[src/design/utps_pkg.sv]
// Shared types and constants of the USB transaction packet splitter.
`default_nettype none

package utps_pkg;

    localparam int LEN_W   = 12;
    localparam int ADDR_W  = 32;
    localparam int MPS_W   = 10;
    localparam int KIND_W  = 2;
    localparam int PID_W   = 2;
    localparam int DEFAULT_MAX_PACKETS = 64;
    localparam logic [MPS_W-1:0] MPS_RESET = MPS_W'(64);

    // Packet identifiers
    localparam logic [PID_W-1:0] PID_SETUP = 2'd0;
    localparam logic [PID_W-1:0] PID_IN    = 2'd1;
    localparam logic [PID_W-1:0] PID_OUT   = 2'd2;

    // Transfer kinds
    localparam logic [KIND_W-1:0] KIND_CONTROL = 2'd0;
    localparam logic [KIND_W-1:0] KIND_BULK    = 2'd1;
    localparam logic [KIND_W-1:0] KIND_INTR    = 2'd2;
    localparam logic [KIND_W-1:0] KIND_ISO     = 2'd3;

    // Register indexes
    localparam logic REG_MPS  = 1'b0;
    localparam logic REG_KIND = 1'b1;

    // Classified transaction handed from front to back
    typedef struct packed {
        logic [PID_W-1:0]  pid;
        logic              setup;
        logic              err;
        logic              handshake;
        logic              add_empty;
        logic [LEN_W-1:0]  ndata;
        logic [LEN_W-1:0]  len;
        logic [ADDR_W-1:0] base;
    } desc_t;

endpackage

`default_nettype wire

[src/design/utps_front.sv]
// Front end: accepts transactions, counts data packets and classifies them.
`default_nettype none

module utps_front #(
    parameter int MAX_PACKETS = utps_pkg::DEFAULT_MAX_PACKETS
) (
    input  wire logic                        aclk,
    input  wire logic                        aresetn,
    input  wire logic                        s_valid,
    output logic                             s_ready,
    input  wire logic [1:0]                  s_func,
    input  wire logic [utps_pkg::LEN_W-1:0]  s_byte_length,
    input  wire logic [utps_pkg::ADDR_W-1:0] s_base_address,
    input  wire logic                        s_want_empty_packet,
    input  wire logic                        s_force_toggle_one,
    input  wire logic [utps_pkg::MPS_W-1:0]  mps,
    input  wire logic [utps_pkg::KIND_W-1:0] kind,
    output logic                             q_wr_en,
    output utps_pkg::desc_t                  q_wr_data,
    input  wire logic                        q_full
);

    localparam int LEN_W = utps_pkg::LEN_W;
    localparam int MPS_W = utps_pkg::MPS_W;
    localparam int CNT_W = $clog2(LEN_W);

    localparam logic [1:0] F_IDLE = 2'd0;
    localparam logic [1:0] F_DIV  = 2'd1;
    localparam logic [1:0] F_PUSH = 2'd2;

    logic [1:0]                    state_reg, state_next;
    logic [CNT_W-1:0]              cnt_reg, cnt_next;
    logic [MPS_W-1:0]              rem_reg, rem_next;
    logic [LEN_W-1:0]              quo_reg, quo_next;
    logic [MPS_W-1:0]              div_reg;
    logic [utps_pkg::PID_W-1:0]    pid_reg;
    logic [LEN_W-1:0]              len_reg;
    logic [utps_pkg::ADDR_W-1:0]   base_reg;
    logic                          we_reg;
    logic                          hs_reg;

    logic [MPS_W:0]  trial;
    logic            ge;
    logic            setup;
    logic [LEN_W-1:0] ndata;
    logic            add_empty;
    logic            nothing;

    assign s_ready = (state_reg == F_IDLE);

    // One quotient bit per cycle
    assign trial = {rem_reg, quo_reg[LEN_W-1]};
    assign ge    = (trial >= {1'b0, div_reg});

    assign setup = (pid_reg == utps_pkg::PID_SETUP);

    always_comb begin
        if (setup) begin
            ndata = LEN_W'(len_reg != '0);
        end else begin
            ndata = quo_reg + LEN_W'(rem_reg != '0);
        end
        add_empty = we_reg ||
                    (kind == utps_pkg::KIND_BULK && pid_reg == utps_pkg::PID_OUT &&
                     len_reg != '0 && rem_reg == '0);
        nothing = (ndata == '0) && !add_empty;
    end

    always_comb begin
        q_wr_data.pid       = pid_reg;
        q_wr_data.setup     = setup;
        q_wr_data.err       = (ndata > LEN_W'(MAX_PACKETS - 1));
        q_wr_data.handshake = hs_reg;
        q_wr_data.add_empty = add_empty;
        q_wr_data.ndata     = ndata;
        q_wr_data.len       = len_reg;
        q_wr_data.base      = base_reg;
        q_wr_en = (state_reg == F_PUSH) && !nothing && !q_full;
    end

    always_comb begin
        state_next = state_reg;
        cnt_next   = cnt_reg;
        rem_next   = rem_reg;
        quo_next   = quo_reg;
        case (state_reg)
            F_IDLE: begin
                if (s_valid) begin
                    state_next = F_DIV;
                    cnt_next   = '0;
                    rem_next   = '0;
                    quo_next   = s_byte_length;
                end
            end
            F_DIV: begin
                rem_next = ge ? MPS_W'(trial - {1'b0, div_reg}) : MPS_W'(trial);
                quo_next = {quo_reg[LEN_W-2:0], ge};
                cnt_next = cnt_reg + 1'b1;
                if (cnt_reg == CNT_W'(LEN_W - 1)) begin
                    state_next = F_PUSH;
                end
            end
            F_PUSH: begin
                // drop a transaction with nothing to send
                if (nothing || !q_full) begin
                    state_next = F_IDLE;
                end
            end
            default: state_next = F_IDLE;
        endcase
    end

    always_ff @(posedge aclk) begin
        if (!aresetn) begin
            state_reg <= F_IDLE;
        end else begin
            state_reg <= state_next;
        end
    end

    always_ff @(posedge aclk) begin
        cnt_reg <= cnt_next;
        rem_reg <= rem_next;
        quo_reg <= quo_next;
        if (s_valid && s_ready) begin
            div_reg  <= (mps == '0) ? MPS_W'(1) : mps;
            pid_reg  <= (s_func == 2'd0) ? utps_pkg::PID_SETUP :
                        (s_func == 2'd1) ? utps_pkg::PID_IN : utps_pkg::PID_OUT;
            len_reg  <= s_byte_length;
            base_reg <= s_base_address;
            we_reg   <= s_want_empty_packet;
            hs_reg   <= s_force_toggle_one;
        end
    end

endmodule

`default_nettype wire

[src/design/utps_queue.sv]
// Two-entry queue of classified transactions between front and back.
`default_nettype none

module utps_queue (
    input  wire logic            aclk,
    input  wire logic            aresetn,
    input  wire logic            wr_en,
    input  wire utps_pkg::desc_t wr_data,
    output logic                 full,
    input  wire logic            rd_en,
    output utps_pkg::desc_t      rd_data,
    output logic                 empty
);

    utps_pkg::desc_t entry_reg [2];
    logic       wr_ptr_reg;
    logic       rd_ptr_reg;
    logic [1:0] count_reg;

    assign full    = (count_reg == 2'd2);
    assign empty   = (count_reg == 2'd0);
    assign rd_data = entry_reg[rd_ptr_reg];

    always_ff @(posedge aclk) begin
        if (!aresetn) begin
            wr_ptr_reg <= 1'b0;
            rd_ptr_reg <= 1'b0;
            count_reg  <= 2'd0;
        end else begin
            if (wr_en) begin
                wr_ptr_reg <= ~wr_ptr_reg;
            end
            if (rd_en) begin
                rd_ptr_reg <= ~rd_ptr_reg;
            end
            count_reg <= count_reg + {1'b0, wr_en} - {1'b0, rd_en};
        end
    end

    always_ff @(posedge aclk) begin
        if (wr_en) begin
            entry_reg[wr_ptr_reg] <= wr_data;
        end
    end

endmodule

`default_nettype wire

[src/design/utps_back.sv]
// Back end: walks a classified transaction and emits its packet beats.
`default_nettype none

module utps_back #(
    parameter int MAX_PACKETS = utps_pkg::DEFAULT_MAX_PACKETS
) (
    input  wire logic                        aclk,
    input  wire logic                        aresetn,
    input  wire utps_pkg::desc_t             q_rd_data,
    input  wire logic                        q_empty,
    output logic                             q_rd_en,
    input  wire logic [utps_pkg::MPS_W-1:0]  mps,
    input  wire logic [utps_pkg::KIND_W-1:0] kind,
    output logic                             m_valid,
    input  wire logic                        m_ready,
    output logic [utps_pkg::PID_W-1:0]       m_packet_id,
    output logic                             m_data_toggle,
    output logic [utps_pkg::LEN_W-1:0]       m_packet_bytes,
    output logic [utps_pkg::ADDR_W-1:0]      m_packet_address,
    output logic                             m_final_packet,
    output logic                             m_too_long
);

    localparam int LEN_W  = utps_pkg::LEN_W;
    localparam int ADDR_W = utps_pkg::ADDR_W;
    localparam int CNT_W  = $clog2(MAX_PACKETS);

    localparam logic [1:0] B_IDLE = 2'd0;
    localparam logic [1:0] B_LOAD = 2'd1;
    localparam logic [1:0] B_RUN  = 2'd2;

    logic [1:0]        state_reg, state_next;
    utps_pkg::desc_t   ent_reg;
    logic              tog_reg, tog_next;
    logic [CNT_W-1:0]  left_reg, left_next;
    logic              empty_reg, empty_next;
    logic [LEN_W-1:0]  remain_reg, remain_next;
    logic [ADDR_W-1:0] addr_reg, addr_next;

    logic              m_valid_reg, m_valid_next;
    logic [utps_pkg::PID_W-1:0] pid_reg, pid_next;
    logic              otog_reg, otog_next;
    logic [LEN_W-1:0]  bytes_reg, bytes_next;
    logic [ADDR_W-1:0] oaddr_reg, oaddr_next;
    logic              fin_reg, fin_next;
    logic              err_reg, err_next;

    logic              iso;
    logic              out_free;
    logic [LEN_W-1:0]  mps_eff;
    logic [LEN_W-1:0]  step;
    logic              tog;

    assign iso      = (kind == utps_pkg::KIND_ISO);
    assign out_free = !m_valid_reg || m_ready;
    assign mps_eff  = (mps == '0) ? LEN_W'(1) : LEN_W'(mps);
    assign q_rd_en  = (state_reg == B_IDLE) && !q_empty;

    always_comb begin
        if (left_reg == '0) begin
            step = '0;
        end else if (ent_reg.setup) begin
            step = remain_reg;
        end else begin
            step = (remain_reg < mps_eff) ? remain_reg : mps_eff;
        end
        tog = (ent_reg.setup || iso) ? 1'b0 : tog_reg;
    end

    always_comb begin
        state_next   = state_reg;
        tog_next     = tog_reg;
        left_next    = left_reg;
        empty_next   = empty_reg;
        remain_next  = remain_reg;
        addr_next    = addr_reg;
        m_valid_next = m_valid_reg && !m_ready;
        pid_next     = pid_reg;
        otog_next    = otog_reg;
        bytes_next   = bytes_reg;
        oaddr_next   = oaddr_reg;
        fin_next     = fin_reg;
        err_next     = err_reg;
        case (state_reg)
            B_IDLE: begin
                if (!q_empty) begin
                    state_next = B_LOAD;
                end
            end
            B_LOAD: begin
                if (ent_reg.err) begin
                    // single error beat, toggle left alone
                    if (out_free) begin
                        m_valid_next = 1'b1;
                        pid_next     = ent_reg.pid;
                        otog_next    = 1'b0;
                        bytes_next   = '0;
                        oaddr_next   = ent_reg.base;
                        fin_next     = 1'b1;
                        err_next     = 1'b1;
                        state_next   = B_IDLE;
                    end
                end else begin
                    if (ent_reg.handshake && !iso) begin
                        tog_next = 1'b1;
                    end
                    left_next   = ent_reg.ndata[CNT_W-1:0];
                    empty_next  = ent_reg.add_empty;
                    remain_next = ent_reg.len;
                    addr_next   = ent_reg.base;
                    state_next  = B_RUN;
                end
            end
            B_RUN: begin
                if (out_free) begin
                    m_valid_next = 1'b1;
                    pid_next     = ent_reg.pid;
                    otog_next    = tog;
                    bytes_next   = step;
                    oaddr_next   = addr_reg;
                    err_next     = 1'b0;
                    if (!iso) begin
                        tog_next = ~tog;
                    end
                    remain_next = remain_reg - step;
                    addr_next   = addr_reg + ADDR_W'(step);
                    if (left_reg != '0) begin
                        left_next = left_reg - 1'b1;
                        fin_next  = (left_reg == CNT_W'(1)) && !empty_reg;
                    end else begin
                        empty_next = 1'b0;
                        fin_next   = 1'b1;
                    end
                    if ((left_reg == CNT_W'(1) && !empty_reg) || left_reg == '0) begin
                        state_next = B_IDLE;
                    end
                end
            end
            default: state_next = B_IDLE;
        endcase
    end

    always_ff @(posedge aclk) begin
        if (!aresetn) begin
            state_reg   <= B_IDLE;
            tog_reg     <= 1'b0;
            m_valid_reg <= 1'b0;
        end else begin
            state_reg   <= state_next;
            tog_reg     <= tog_next;
            m_valid_reg <= m_valid_next;
        end
    end

    always_ff @(posedge aclk) begin
        if (q_rd_en) begin
            ent_reg <= q_rd_data;
        end
        left_reg   <= left_next;
        empty_reg  <= empty_next;
        remain_reg <= remain_next;
        addr_reg   <= addr_next;
        pid_reg    <= pid_next;
        otog_reg   <= otog_next;
        bytes_reg  <= bytes_next;
        oaddr_reg  <= oaddr_next;
        fin_reg    <= fin_next;
        err_reg    <= err_next;
    end

    assign m_valid          = m_valid_reg;
    assign m_packet_id      = pid_reg;
    assign m_data_toggle    = otog_reg;
    assign m_packet_bytes   = bytes_reg;
    assign m_packet_address = oaddr_reg;
    assign m_final_packet   = fin_reg;
    assign m_too_long       = err_reg;

endmodule

`default_nettype wire

[src/design/usb_transaction_packet_splitter.sv]
// Top level of the USB transaction packet splitter with its register port.
//
// Each accepted transaction is turned into its packet descriptors, one beat per
// packet in bus order. In the front end a restoring divider works out the packet
// count one quotient bit per cycle over the 12-bit length, then the transaction
// is classified and queued. The back end loads a queued transaction and then
// emits one beat per cycle while the result side is ready. A two-entry queue
// sits between the two halves, and the result side has its own output register.
// Registers: max_packet_size at 0x0, transfer_kind at 0x4; write them only
// while no transaction is in flight.
`default_nettype none

module usb_transaction_packet_splitter #(
    parameter int MAX_PACKETS = utps_pkg::DEFAULT_MAX_PACKETS
) (
    input  wire logic                        aclk,
    input  wire logic                        aresetn,
    input  wire logic                        psel,
    input  wire logic                        penable,
    input  wire logic                        pwrite,
    input  wire logic [2:0]                  paddr,
    input  wire logic [31:0]                 pwdata,
    output logic [31:0]                      prdata,
    output logic                             pready,
    input  wire logic                        s_valid,
    output logic                             s_ready,
    input  wire logic [1:0]                  s_func,
    input  wire logic [utps_pkg::LEN_W-1:0]  s_byte_length,
    input  wire logic [utps_pkg::ADDR_W-1:0] s_base_address,
    input  wire logic                        s_want_empty_packet,
    input  wire logic                        s_force_toggle_one,
    output logic                             m_valid,
    input  wire logic                        m_ready,
    output logic [utps_pkg::PID_W-1:0]       m_packet_id,
    output logic                             m_data_toggle,
    output logic [utps_pkg::LEN_W-1:0]       m_packet_bytes,
    output logic [utps_pkg::ADDR_W-1:0]      m_packet_address,
    output logic                             m_final_packet,
    output logic                             m_too_long
);

    localparam int MPS_W  = utps_pkg::MPS_W;
    localparam int KIND_W = utps_pkg::KIND_W;

    logic [MPS_W-1:0]  mps_reg;
    logic [KIND_W-1:0] kind_reg;
    logic              cfg_wr;

    logic              q_wr_en;
    utps_pkg::desc_t   q_wr_data;
    logic              q_full;
    logic              q_rd_en;
    utps_pkg::desc_t   q_rd_data;
    logic              q_empty;

    assign pready = 1'b1;
    assign cfg_wr = psel && penable && pwrite && pready;

    always_ff @(posedge aclk) begin
        if (!aresetn) begin
            mps_reg  <= utps_pkg::MPS_RESET;
            kind_reg <= utps_pkg::KIND_CONTROL;
        end else if (cfg_wr) begin
            case (paddr[2])
                utps_pkg::REG_MPS:  mps_reg  <= pwdata[MPS_W-1:0];
                utps_pkg::REG_KIND: kind_reg <= pwdata[KIND_W-1:0];
                default: ;
            endcase
        end
    end

    always_comb begin
        case (paddr[2])
            utps_pkg::REG_MPS:  prdata = {{(32 - MPS_W){1'b0}}, mps_reg};
            utps_pkg::REG_KIND: prdata = {{(32 - KIND_W){1'b0}}, kind_reg};
            default:            prdata = '0;
        endcase
    end

    utps_front #(
        .MAX_PACKETS (MAX_PACKETS)
    ) u_front (
        .aclk                (aclk),
        .aresetn             (aresetn),
        .s_valid             (s_valid),
        .s_ready             (s_ready),
        .s_func              (s_func),
        .s_byte_length       (s_byte_length),
        .s_base_address      (s_base_address),
        .s_want_empty_packet (s_want_empty_packet),
        .s_force_toggle_one  (s_force_toggle_one),
        .mps                 (mps_reg),
        .kind                (kind_reg),
        .q_wr_en             (q_wr_en),
        .q_wr_data           (q_wr_data),
        .q_full              (q_full)
    );

    utps_queue u_queue (
        .aclk    (aclk),
        .aresetn (aresetn),
        .wr_en   (q_wr_en),
        .wr_data (q_wr_data),
        .full    (q_full),
        .rd_en   (q_rd_en),
        .rd_data (q_rd_data),
        .empty   (q_empty)
    );

    utps_back #(
        .MAX_PACKETS (MAX_PACKETS)
    ) u_back (
        .aclk             (aclk),
        .aresetn          (aresetn),
        .q_rd_data        (q_rd_data),
        .q_empty          (q_empty),
        .q_rd_en          (q_rd_en),
        .mps              (mps_reg),
        .kind             (kind_reg),
        .m_valid          (m_valid),
        .m_ready          (m_ready),
        .m_packet_id      (m_packet_id),
        .m_data_toggle    (m_data_toggle),
        .m_packet_bytes   (m_packet_bytes),
        .m_packet_address (m_packet_address),
        .m_final_packet   (m_final_packet),
        .m_too_long       (m_too_long)
    );

endmodule

`default_nettype wire

[config.mk]
export PLATFORM = sky130hd
export DESIGN_NAME = usb_transaction_packet_splitter
export DESIGN_NICKNAME = d
export VERILOG_FILES = /design/src/design/utps_pkg.sv /design/src/design/utps_front.sv /design/src/design/utps_queue.sv /design/src/design/utps_back.sv /design/src/design/usb_transaction_packet_splitter.sv
export SDC_FILE = /design/constraint.sdc
export NUM_CORES = 1
export LEC_CHECK = 0
export BUFFER_PORTS_ARGS = -buffer_cell sky130_fd_sc_hd__buf_2
export CORE_MARGIN = 2
export CORE_UTILIZATION = 28
export DETAILED_ROUTE_END_ITERATION = 8
export GPL_TIMING_DRIVEN = 0
export HOLD_SLACK_MARGIN = 0.1
export PLACE_DENSITY = 0.42
export SLEW_MARGIN = 0
export SYNTH_ARGS = -nofsm -noshare
export SYNTH_HDL_FRONTEND = slang
export SYNTH_SLANG_ARGS = --single-unit
[constraint.sdc]
create_clock -name aclk -period 6.5 [get_ports aclk]
set_clock_uncertainty 0.1 [all_clocks]
set_input_delay 0 -clock aclk [delete_from_list [all_inputs] [get_ports aclk]]
set_output_delay 0 -clock aclk [all_outputs]
set_load 0.02 [all_outputs]
==> flow_summary.yaml <==
status:
  outcome: "finished clean"
timing:
  period_needed_ns: 5.56
  final-hold-violation-count: 0
  whs_ns: 0.153
  worst_pin_slew_ns: 1.11
  fmax_mhz: 180
  final-max-slew-violation-count: 0
  slew_headroom: 0.255
  finalCritPeriodShare: 0.855
  rsz0062_at_grt: "false"
  setup_viol: 0
synth:
  seq_area_frac_synth: 0.651
  synthCells: 1265
  netlist_area_mm2: 0.0169
  yosysWarningCount: 0
  synthArstFlopShare: 0
  synth-main-ff-cell: "edfxtp_1"
  synth_edf_count: 352
  ys_ff_latch: 374
  syn_area_per_cell_um2: 13.4
  ys_types: 84
global_route:
  met2_usage: 0.229
  top_usage_layer: "met2"
  use_met3: 0.0253
  track_usage: 0.142
  grt_use_met1: 0.195
  antenna_found_initial: 1
  grt_max_degree: 60
  grt_pass1_vias: 11224
  grt_pass1_wl_mm: 67.4
  grt.overflow.total: 0
placed_design:
  place.gp.congestion: 0.790
  dpl_cell_area_mm2: 0.0188
  port_buffers: 126
  hpwl_mm: 31.3
cells_and_area:
  largest_reg_flops: 112
  drive_gt1_frac: 0.202
  n_antenna_cell: 0
  synthToLayoutAreaGrowth_pct: 27.0
  fin_area_mm2: 0.0215
  n_fill_cell: 5838
  nets: 1739
job:
  max-cap-violations: 0
clocking:
  h-tree-depth: 2
  cts_resized: 0
  cts_setup_buffers: 0
  cts_buffers: 42
  cts-root-buf: "clkbuf_16"
  cts_buffer_depth: 3
  holdBufCountCts: 129
  tritoncts: "done"
  clock_latency_ns: 0.57
  clk_pin_slew_ns: 0.06
  cts.sinks: 374
hold_path:
  min_path_type: "input port to register"
  hold_end: "u_front.pid_reg[1]"
  hp-start: "s_func[1]"
  hold_depth: 3
detailed_routing:
  wl_per_cell_um: 18.4
  drt_iter0_drc: 644
  dr.pass1.iters: 4
  ant_nets: 0
  route.detailed.drc: 0
  drt_wl_total_mm: 44.3
  vias_per_cell: 4.53
  vias: 10901
worst_setup_path:
  end_kind: "register"
  cp.arrival_ns: 5.86
  rr_startpoint: "mps_reg[8]"
  required_ns: 6.80
  r2r_end: "u_back.addr_reg[24]"
  slowest_stage: "a2111oi_0"
  crit_chain: "inv_1 > ha_1 > a21o_1 > a2111oi_0 > a31oi_1 > buf_2 > mux2i_1 > nor2_1 > ha_1 > inv_1 > fa_1 > nor2b_1 > o31a_1 > o21a_1 > a311oi_2 > buf_4 > or4_1 > o211ai_1"
  crit_family: "compound AO/OA/AOI/OAI gates"
  r2r_setup_slack_ns: 0.94
  reg2reg_depth: 18
  crit_buf_inv: 4
  critPathMaxFanout: 10
  start_kind: "register"
  critPathMaxStageDelay_ns: 0.62
  worstSetupPathType: "register to register"
die:
  rows: 90
  core_mm2: 0.0600
  start_util: 0.282
  die_h_um: 250
  die_x_um: 250
  die_area_mm2: 0.0624
  io_pins: 174
pwr:
  power.total_uw: 8450
  p_leak_uw: 0.00786
  power_density_mw_per_mm2: 393
  ir_drop_v: 0.000147
[tightest hold or removal path: stages]
cell and delay (ns):
dlygate4sd3_1 0.52, buf_2 0.12, clkbuf_1 0.08
[worst max-delay path by stage]
stage	end	start	cells after the start	slack, ns
detailed placement	u_back.addr_reg[24]	mps_reg[8]	18	1.02
global placement	u_queue.entry_reg[0][15]	u_front.rem_reg[6]	11	-1.75
finish	u_back.addr_reg[24]	mps_reg[8]	18	0.94
floorplan	u_queue.entry_reg[0][0]	u_front.rem_reg[6]	11	0.91
CTS	u_back.addr_reg[24]	mps_reg[8]	18	0.95
global route	u_back.addr_reg[24]	mps_reg[8]	18	0.70
[where the power goes]
part | internal, µW | switching [µW]
Sequential | 3310 | 286
Clock | 1420 | 997
Combinational | 954 | 1480
Total | 5690 | 2760
[metal layers]
| metal | wire length, µm | vias to the layer above |
|---|---|---|
| li1 | - | 5337 |
| met5 | 0 | - |
| met2 | 20400 | 202 |
| met3 | 1820 | 54 |
| met1 | 21200 | 5308 |
| met4 | 855 | 0 |
[stage by stage]
stage / TNS [ns] / setup WS, ns / instances / utilization
2_1_floorplan: 0 / 0.914 / 1286 / -
3_3_place_gp: -164.68 / -1.75 / 2194 / 0.310
3_5_place_dp: 0 / 1.02 / 2202 / 0.314
4_1_cts: 0 / 0.954 / 2409 / 0.358
5_1_grt: 0 / 0.702 / 2409 / 0.358
6_report: 0 / 0.942 / 2409 / 0.358
[synthesized netlist by cell type, types with 4 or more instances]
library cell / count / area, µm²
clkbuf_1: 37 / 139
buf_1: 8 / 30.0
a21boi_0: 11 / 82.6
xor2_1: 17 / 149
nand4_1: 8 / 50.1
o311ai_1: 4 / 35.0
a31oi_1: 11 / 68.8
or4_1: 8 / 60.1
and2_1: 11 / 68.8
or2_1: 9 / 56.3
nand2b_1: 7 / 43.8
a21oi_1: 44 / 220
edfxtp_1: 352 / 10600
nor2b_1: 27 / 169
o22ai_1: 8 / 50.1
and3_1: 10 / 62.6
o31a_1: 4 / 35.0
mux2_2: 80 / 901
o21ai_1: 10 / 50.1
and4_1: 4 / 35.0
nand3_1: 22 / 110
xnor2_1: 18 / 158
o31ai_1: 9 / 67.6
o21ai_0: 29 / 145
nand3b_1: 6 / 45.0
a211oi_1: 8 / 60.1
dfxtp_1: 22 / 440
nor2_1: 87 / 327
nand2_1: 134 / 503
mux2i_1: 15 / 150
o21a_1: 17 / 128
nor3_1: 15 / 75.1
ha_1: 53 / 663
inv_1: 46 / 173
a21o_1: 12 / 90.1
buf_4: 24 / 180
o211ai_1: 7 / 52.6
[layout by cell type (no fill, tap or decap), types with 9 or more instances in the layout]
cell           count
clkbuf_16         42
or2_1              9
clkinv_2           9
nand3_1           22
conb_1            23
nand2_1          134
mux2_2            80
a21oi_1           44
xnor2_1           18
and3_1            10
o21ai_1           10
nor2b_1           25
o21a_1            17
o31ai_1            9
o21ai_0           29
a31oi_1           11
edfxtp_1         352
dfxtp_1           22
dlygate4sd3_1    129
nor2_1            87
clkbuf_1          45
mux2i_1           15
nor3_1            15
xor2_1            17
buf_4             24
a21o_1            12
and2_1            10
ha_1              53
inv_1             44
a21boi_0          10
buf_2            127
[final cells by class]
| class | count | area (µm²) | area share |
|---|---|---|---|
| clock buffer | 52 | 1110 | 0.0516 |
| inverter | 47 | 179 | 0.00832 |
| clock inverter | 26 | 279 | 0.0130 |
| tap | 782 | 978 | 0.0455 |
| multi-input combinational | 794 | 5480 | 0.255 |
| buffer | 71 | 365 | 0.0170 |
| sequential | 374 | 11000 | 0.512 |
| timing repair buffer | 263 | 2100 | 0.0977 |
[cell families (layout without fill, tap and decap cells)]
family | Yosys count | in the layout | synth area share
xor gates and xnor gates | 35 | 35 | 0.0181
and+or+nand+nor | 371 | 371 | 0.107
adders and majority gates | 56 | 56 | 0.0427
AOI/OAI and AO/OA | 210 | 210 | 0.0841
other | 2 | 23 | 0.000444
muxes | 99 | 99 | 0.0650
DFF | 374 | 374 | 0.651
buffers and inverters | 118 | 459 | 0.0320
(Power assumes the default switching activity.)
